===== src/hw/rtl/q24_pkg.sv =====
// Package for the Q24.8 fixed-point ALU: operation codes, widths, queue entry type.
// No dependencies.
`default_nettype none
package q24_pkg;
    localparam int DataW    = 32;
    localparam int FracBits = 8;
    localparam int DivW     = DataW + FracBits;
    localparam int DivCntW  = $clog2(DivW + 1);
    localparam int QDepth   = 4;
    localparam int QAw      = 2;

    typedef enum logic [3:0] {
        OP_ADD = 4'd0, OP_SUB = 4'd1, OP_MUL = 4'd2, OP_DIV = 4'd3,
        OP_MIN = 4'd4, OP_MAX = 4'd5, OP_GT = 4'd6, OP_LT = 4'd7,
        OP_GE = 4'd8, OP_LE = 4'd9, OP_EQ = 4'd10, OP_NE = 4'd11,
        OP_INC = 4'd12, OP_DEC = 4'd13, OP_TOINT = 4'd14, OP_FROMINT = 4'd15
    } op_t;

    typedef enum logic [1:0] {
        CLS_SIMPLE = 2'd0, CLS_MUL = 2'd1, CLS_DIV = 2'd2
    } cls_t;

    typedef struct packed {
        cls_t              cls;
        logic [DataW-1:0]  value;
        logic              cmp;
        logic              dz;
        logic signed [DataW-1:0] a;
        logic signed [DataW-1:0] b;
    } entry_t;
endpackage
`default_nettype wire


===== src/hw/rtl/q24_8_fixed_point_alu.sv =====
// Q24.8 fixed-point ALU. Non-divide kinds pass the queue, the product stage and
// the output register; a divide waits on the radix-2 divider, which produces one
// of 40 quotient bits a cycle. Throughput: one item a cycle for non-divide kinds
// unless the output stalls; a divide holds the back end until its quotient.
// Reset (rst_n, async, active low) empties the queue and all valid flags.
`default_nettype none
module q24_8_fixed_point_alu
    import q24_pkg::*;
(
    input  wire logic              clk,
    input  wire logic              rst_n,
    input  wire logic              in_valid,
    output logic                   in_stall,
    input  wire logic [3:0]        kind,
    input  wire logic signed [DataW-1:0] operand_a,
    input  wire logic signed [DataW-1:0] operand_b,
    output logic                   out_valid,
    input  wire logic              out_stall,
    output logic signed [DataW-1:0] result_raw,
    output logic                   compare_true,
    output logic                   divide_by_zero
);
    logic   q_valid, q_pop;
    entry_t q_head;

    // Front: classify and queue each transfer.
    q24_front u_front (
        .clk       (clk),
        .rst_n     (rst_n),
        .valid     (in_valid),
        .stall     (in_stall),
        .kind      (kind),
        .operand_a (operand_a),
        .operand_b (operand_b),
        .q_valid   (q_valid),
        .q_pop     (q_pop),
        .q_head    (q_head)
    );

    // Back: execute and hold the result until its transfer.
    q24_back u_back (
        .clk            (clk),
        .rst_n          (rst_n),
        .q_valid        (q_valid),
        .q_pop          (q_pop),
        .q_head         (q_head),
        .valid          (out_valid),
        .stall          (out_stall),
        .result_raw     (result_raw),
        .compare_true   (compare_true),
        .divide_by_zero (divide_by_zero)
    );
endmodule
`default_nettype wire


===== src/hw/rtl/q24_front.sv =====
// Front end: accepts items, evaluates simple kinds, classifies mul/div, and
// holds classified entries in a short queue. Depends on q24_pkg.
`default_nettype none
module q24_front
    import q24_pkg::*;
(
    input  wire logic              clk,
    input  wire logic              rst_n,
    input  wire logic              valid,
    output logic                   stall,
    input  wire logic [3:0]        kind,
    input  wire logic signed [DataW-1:0] operand_a,
    input  wire logic signed [DataW-1:0] operand_b,
    output logic                   q_valid,
    input  wire logic              q_pop,
    output entry_t                 q_head
);
    entry_t            mem [QDepth];
    logic [QAw-1:0]    wr_reg, rd_reg;
    logic [QAw:0]      cnt_reg;
    entry_t            ent;
    logic              push;

    always_comb
    begin
        ent       = '0;
        ent.a     = operand_a;
        ent.b     = operand_b;
        ent.cls   = CLS_SIMPLE;
        case (op_t'(kind))
            OP_ADD:     ent.value = operand_a + operand_b;
            OP_SUB:     ent.value = operand_a - operand_b;
            OP_MUL:     ent.cls = CLS_MUL;
            OP_DIV:
            begin
                ent.cls = CLS_DIV;
                ent.dz  = (operand_b == '0);
            end
            OP_MIN:     ent.value = (operand_a < operand_b) ? operand_a : operand_b;
            OP_MAX:     ent.value = (operand_a > operand_b) ? operand_a : operand_b;
            OP_GT:      ent.cmp = operand_a > operand_b;
            OP_LT:      ent.cmp = operand_a < operand_b;
            OP_GE:      ent.cmp = operand_a >= operand_b;
            OP_LE:      ent.cmp = operand_a <= operand_b;
            OP_EQ:      ent.cmp = operand_a == operand_b;
            OP_NE:      ent.cmp = operand_a != operand_b;
            OP_INC:     ent.value = operand_a + DataW'(1);
            OP_DEC:     ent.value = operand_a - DataW'(1);
            OP_TOINT:   ent.value = operand_a >>> FracBits;
            OP_FROMINT: ent.value = operand_a << FracBits;
            default:    ent.value = '0;
        endcase
    end

    assign stall   = (cnt_reg == (QAw+1)'(QDepth));
    assign push    = valid && !stall;
    assign q_valid = (cnt_reg != '0);
    assign q_head  = mem[rd_reg];

    always_ff @(posedge clk)
    begin
        if (push)
        begin
            mem[wr_reg] <= ent;
        end
    end

    always_ff @(posedge clk or negedge rst_n)
    begin
        if (!rst_n)
        begin
            wr_reg  <= '0;
            rd_reg  <= '0;
            cnt_reg <= '0;
        end
        else
        begin
            if (push)
            begin
                wr_reg <= wr_reg + 1'b1;
            end
            if (q_pop)
            begin
                rd_reg <= rd_reg + 1'b1;
            end
            cnt_reg <= cnt_reg + (QAw+1)'(push) - (QAw+1)'(q_pop);
        end
    end
endmodule
`default_nettype wire


===== src/hw/rtl/q24_div.sv =====
// Radix-2 restoring divider for the fixed-point divide, one quotient bit a cycle.
// Depends on q24_pkg.
`default_nettype none
module q24_div
    import q24_pkg::*;
(
    input  wire logic                   clk,
    input  wire logic                   rst_n,
    input  wire logic                   start,
    input  wire logic signed [DataW-1:0] a,
    input  wire logic signed [DataW-1:0] b,
    output logic                        busy,
    output logic                        done,
    output logic [DataW-1:0]            quot
);
    logic [DivW-1:0]  q_reg;
    logic [DivW:0]    r_reg;
    logic [DataW-1:0] d_reg;
    logic             neg_reg;
    logic [DivCntW-1:0] cnt_reg;
    logic             busy_reg, done_reg;
    logic [DivW-1:0]  num_abs;
    logic [DivW:0]    r_sh, r_sub;
    logic [DivW-1:0]  q_fin;

    always_comb
    begin
        num_abs = a[DataW-1] ? DivW'(-{{FracBits{a[DataW-1]}}, a, {FracBits{1'b0}}} >> 0)
                             : {a, {FracBits{1'b0}}};
        r_sh    = {r_reg[DivW-1:0], q_reg[DivW-1]};
        r_sub   = r_sh - {{(DivW+1-DataW){1'b0}}, d_reg};
        q_fin   = neg_reg ? -q_reg : q_reg;
    end

    assign busy = busy_reg;
    assign done = done_reg;
    assign quot = q_fin[DataW-1:0];

    always_ff @(posedge clk or negedge rst_n)
    begin
        if (!rst_n)
        begin
            busy_reg <= 1'b0;
            done_reg <= 1'b0;
            cnt_reg  <= '0;
        end
        else
        begin
            done_reg <= 1'b0;
            if (start)
            begin
                busy_reg <= 1'b1;
                cnt_reg  <= DivCntW'(DivW);
            end
            else if (busy_reg)
            begin
                cnt_reg <= cnt_reg - 1'b1;
                if (cnt_reg == DivCntW'(1))
                begin
                    busy_reg <= 1'b0;
                    done_reg <= 1'b1;
                end
            end
        end
    end

    always_ff @(posedge clk)
    begin
        if (start)
        begin
            q_reg   <= num_abs;
            r_reg   <= '0;
            d_reg   <= b[DataW-1] ? -b : b;
            neg_reg <= a[DataW-1] ^ b[DataW-1];
        end
        else if (busy_reg)
        begin
            if (!r_sub[DivW])
            begin
                r_reg <= r_sub;
                q_reg <= {q_reg[DivW-2:0], 1'b1};
            end
            else
            begin
                r_reg <= r_sh;
                q_reg <= {q_reg[DivW-2:0], 1'b0};
            end
        end
    end
endmodule
`default_nettype wire


===== src/hw/rtl/q24_back.sv =====
// Back end: executes queued entries (pipelined multiply, iterative divide) and
// drives the output register. Depends on q24_pkg and q24_div.
`default_nettype none
module q24_back
    import q24_pkg::*;
(
    input  wire logic              clk,
    input  wire logic              rst_n,
    input  wire logic              q_valid,
    output logic                   q_pop,
    input  entry_t                 q_head,
    output logic                   valid,
    input  wire logic              stall,
    output logic signed [DataW-1:0] result_raw,
    output logic                   compare_true,
    output logic                   divide_by_zero
);
    // Pipeline: stage 1 holds the product, stage 2 the output register.
    logic                     s1_v_reg;
    entry_t                   s1_reg;
    logic signed [2*DataW-1:0] prod_reg;
    logic                     o_v_reg;
    logic [DataW-1:0]         o_res_reg;
    logic                     o_cmp_reg, o_dz_reg;
    logic                     div_start, div_busy, div_done;
    logic [DataW-1:0]         div_q;
    logic                     div_wait_reg;
    logic                     adv, o_free;
    logic signed [2*DataW-1:0] prod_sh;

    assign o_free = !o_v_reg || !stall;
    // Advance stage 1 into output when output frees; hold while a divide runs.
    assign adv = o_free && !div_wait_reg && !div_busy;
    assign q_pop = q_valid && adv && (!s1_v_reg || s1_reg.cls != CLS_DIV || s1_reg.dz);
    assign div_start = q_pop && q_head.cls == CLS_DIV && !q_head.dz;

    q24_div u_div (
        .clk   (clk),
        .rst_n (rst_n),
        .start (div_start),
        .a     (q_head.a),
        .b     (q_head.b),
        .busy  (div_busy),
        .done  (div_done),
        .quot  (div_q)
    );

    assign prod_sh = prod_reg >>> FracBits;

    always_ff @(posedge clk or negedge rst_n)
    begin
        if (!rst_n)
        begin
            s1_v_reg     <= 1'b0;
            o_v_reg      <= 1'b0;
            div_wait_reg <= 1'b0;
        end
        else
        begin
            if (o_v_reg && !stall)
            begin
                o_v_reg <= 1'b0;
            end
            if (div_done)
            begin
                div_wait_reg <= 1'b1;
            end
            if (div_wait_reg && o_free)
            begin
                o_v_reg      <= 1'b1;
                div_wait_reg <= 1'b0;
                s1_v_reg     <= 1'b0;
            end
            else if (adv)
            begin
                if (s1_v_reg && !(s1_reg.cls == CLS_DIV && !s1_reg.dz))
                begin
                    o_v_reg <= 1'b1;
                end
                s1_v_reg <= q_pop ? 1'b1 : (s1_v_reg && s1_reg.cls == CLS_DIV && !s1_reg.dz);
            end
        end
    end

    always_ff @(posedge clk)
    begin
        if (q_pop)
        begin
            s1_reg   <= q_head;
            prod_reg <= q_head.a * q_head.b;
        end
        if (div_wait_reg && o_free)
        begin
            o_res_reg <= div_q;
            o_cmp_reg <= 1'b0;
            o_dz_reg  <= 1'b0;
        end
        else if (adv && s1_v_reg)
        begin
            o_cmp_reg <= s1_reg.cmp;
            o_dz_reg  <= s1_reg.dz;
            case (s1_reg.cls)
                CLS_MUL: o_res_reg <= prod_sh[DataW-1:0];
                CLS_DIV: o_res_reg <= '0;
                default: o_res_reg <= s1_reg.value;
            endcase
        end
    end

    assign valid          = o_v_reg;
    assign result_raw     = o_res_reg;
    assign compare_true   = o_cmp_reg;
    assign divide_by_zero = o_dz_reg;
endmodule
`default_nettype wire


===== config.mk =====
export PLATFORM = sky130hd
export DESIGN_NAME = q24_8_fixed_point_alu
export DESIGN_NICKNAME = d
export VERILOG_FILES = /design/src/hw/rtl/q24_pkg.sv /design/src/hw/rtl/q24_8_fixed_point_alu.sv /design/src/hw/rtl/q24_front.sv /design/src/hw/rtl/q24_div.sv /design/src/hw/rtl/q24_back.sv
export SDC_FILE = /design/constraint.sdc
export NUM_CORES = 2
export LEC_CHECK = 0
export BUFFER_PORTS_ARGS = -buffer_cell sky130_fd_sc_hd__buf_2
export CAP_MARGIN = 15
export CORE_MARGIN = 2
export CORE_UTILIZATION = 60
export DETAILED_ROUTE_END_ITERATION = 10
export GPL_ROUTABILITY_DRIVEN = 0
export MAX_ROUTING_LAYER = met4
export PLACE_DENSITY = 0.77
export SETUP_SLACK_MARGIN = 0.3
export SYNTH_ARGS = -nofsm -noshare
export SYNTH_HDL_FRONTEND = slang
export SYNTH_SLANG_ARGS = --single-unit

===== constraint.sdc =====
create_clock -name clk -period 10.5 [get_ports clk]
set_input_delay 0 -clock clk [delete_from_list [all_inputs] [get_ports clk]]
set_output_delay 0 -clock clk [all_outputs]
set_load 0.05 [all_outputs]

==> results.sh <==
export IMPL_post_route_drc_count=0
export IMPL_setup_viol=0
export IMPL_wl_per_cell_microns=25.1
export IMPL_max_stage_delay_ps=940
export IMPL_antenna_found_initial=5
export IMPL_drive_above_1_share=0.100
export IMPL_post_route_period_util=0.877
export IMPL_rsz0062_at_grt="false"
export IMPL_synth_largest_area_cell="edfxtp_1"
export IMPL_async_flop_share=0.0284
export IMPL_overflow=0
export IMPL_grt_use_met3=0.0806
export IMPL_dieArea_sq_um=94800
export IMPL_layout_common_cells="inv_1 (751), fa_1 (646), nor2_1 (644), edfxtp_1 (573), nand2_1 (432)"
export IMPL_syn_area_per_cell_sq_um=10.6
export IMPL_slew_headroom=0.121
export IMPL_root_buffer="clkbuf_16"
export IMPL_clk_latency_ps=660
export IMPL_gr_usage_all_layers=0.366
export IMPL_clock_sinks=633
export IMPL_cp_max_fo=50
export IMPL_final_nets=6341
export IMPL_syn2layout_area_growth_pct=9.10
export IMPL_clkTransAtPathRegs_ps=60
export IMPL_synthDistinctLibCells=98
export IMPL_start_util=0.605
export IMPL_use_met2=0.553
export IMPL_dieHeight_microns=308
export IMPL_cts_tree="done"
export IMPL_cpMostUsedCell="fa_1"
export IMPL_crit_chain="buf_4, mux2_1, o21ai_2, nor2_1, fa_1, fa_1, inv_1, fa_1, fa_1, inv_1, fa_1, fa_1, fa_1, fa_1, ha_1, and3_1, a22o_1, o21a_1, a311o_2, a21oi_1, nor2b_1, a2111oi_0, a211oi_1"
export IMPL_critPathArrivalTime_ps=9560
export IMPL_cp_required_ps=10850
export IMPL_port_buffer_count=107
export IMPL_ys_seq_area_frac=0.334
export IMPL_ys_seq_elements=633
export IMPL_synthTopCellsByArea="edfxtp_1 (31%), fa_1 (23%), ha_1 (6.0%)"
export IMPL_row_count=111
export IMPL_first_pass_iters=8
export IMPL_netlist_area_leader_share=0.311
export IMPL_regToRegSetupSlack_ps=1290
export IMPL_startpoint_type="flip-flop"
export IMPL_cts_inserted_buffers=67
export IMPL_setup_tns_ps=0
export IMPL_synthCells=5245
export IMPL_drt_vias_per_instance=6.34
export IMPL_cp_slowest_cell="dfrtp_4"
export IMPL_postRouteAntennaNets=0
export IMPL_drv_cap=0
export IMPL_grt_use_met1=0.463
export IMPL_hp_class="in2reg"
export IMPL_num_vias=41855
export IMPL_cts_buffer_depth=3
export IMPL_synth_main_ff_cell="edfxtp_1"
export IMPL_hold_viol=0
export IMPL_worst_slew_pin_slew_ps=1290
export IMPL_largest_reg_flops=400
export IMPL_yosys_warnings=0
export IMPL_dp_hpwl_mm=122
export IMPL_core_area_sq_um=91500
export IMPL_status="finished clean"
export IMPL_drt_iter0_drc=5659
export IMPL_netlist_area_sq_um=55400
export IMPL_top_usage_layer="met2"
export IMPL_drv_slew=0
export IMPL_postRouteWirelength_mm=166
export IMPL_htreeDepth=3
export IMPL_pin_count=108
export IMPL_setup_worst_path_class="reg2reg"
export IMPL_final_common_cell="inv_1"
export IMPL_cp_end_kind="flip-flop"
export IMPL_die_x_microns=308
export IMPL_grt_max_degree=78
export IMPL_grt_pass1_wl_mm=251
export IMPL_postSynthNetCount=6227
export IMPL_synth_edf_count=573
export IMPL_grt_pass1_vias=42245
export IMPL_period_minus_slack_ps=9210
export IMPL_max_freq_mhz=109
export IMPL_skew_ps=62.9
## cells in the mapped netlist (all sizes together) (51+ instances only)
cell      n
a21o     53
a21oi   195
buf      65
clkbuf  179
edfxtp  573
fa      646
ha      264
inv     755
mux2     62
mux2i   127
mux4     52
nand2   433
nand3    53
nor2    647
o21a     51
o21ai   210
xnor2   186
xor2     87
## cells by family after synthesis
kind of cell,count (synthesis),synth area share
XOR/XNOR,273,0.0432
AND/OR/NAND/NOR,1423,0.112
AO/OA/AOI/OAI,764,0.0905
buffers and inverters,1001,0.0701
adder cells (fa/ha/maj),910,0.293
multiplexers,241,0.0567
flip-flops,633,0.334
## through the flow
step | hold slack (ps) | setup slack, ps | utilization | cell area (sq um) | std cells
final | 120 | 1290 | 0.660 | 60400 | 6605
after global routing | 105 | 929 | 0.660 | 60400 | 6603
after CTS | 72.9 | 1340 | 0.660 | 60400 | 6600
after detailed placement | -6.08 | 1400 | 0.627 | 57400 | 6407
after global placement | -12.8 | 1610 | 0.627 | 57400 | 6407
after floorplan | -296 | 1610 | - | 55400 | 5245
## critical path: cells and delay by family, from the launching register on
kind,cells,cell delay (ps)
DFF,1,940
buffers and inverters,3,530
AOI/OAI and AO/OA,7,2190
and+or+nand+nor,3,470
adders and majority gates,9,4330
muxes,1,400
## worst paths after layout
check | start | to | depth (start not counted)
worst min register to register | u_back.divide_by_zero | u_back.divide_by_zero | 2
worst max-delay path | u_front.rd_reg[1] | u_back.prod_reg[27] | 23
min in group asynchronous | rst_n | u_front.wr_reg[1] | 3
worst min-delay path | kind[3] | u_front.mem[0][98] | 3
max in group asynchronous | rst_n | u_front.rd_reg[0] | 3
worst max register to register | u_front.rd_reg[1] | u_back.prod_reg[27] | 23
## per-layer routing
layer	part of all wire	wire length, microns
met5	0	0
met4	0.069	11400
met3	0.12	20000
met2	0.45	74900
met1	0.36	59100
## layout make-up
cell class	count	area, sq um
diodes	5	12.5
clock buffers	71	1690
clock inverters	53	608
fillers	6764	31100
inverters	757	2840
multi-input cells	3611	33200
flip-flops and latches	633	18500
well taps	1186	1480
repair buffers	289	2090
## repair_timing
action                    in CTS  in global routing
hold buffers                  69                  0
setup buffers                  0                  0
hold endpoints to repair     295                  0
resized for setup              0                  0
Power is not shown: default switching activity piles up to over one toggle a cycle in this logic, so the estimate is an artifact.
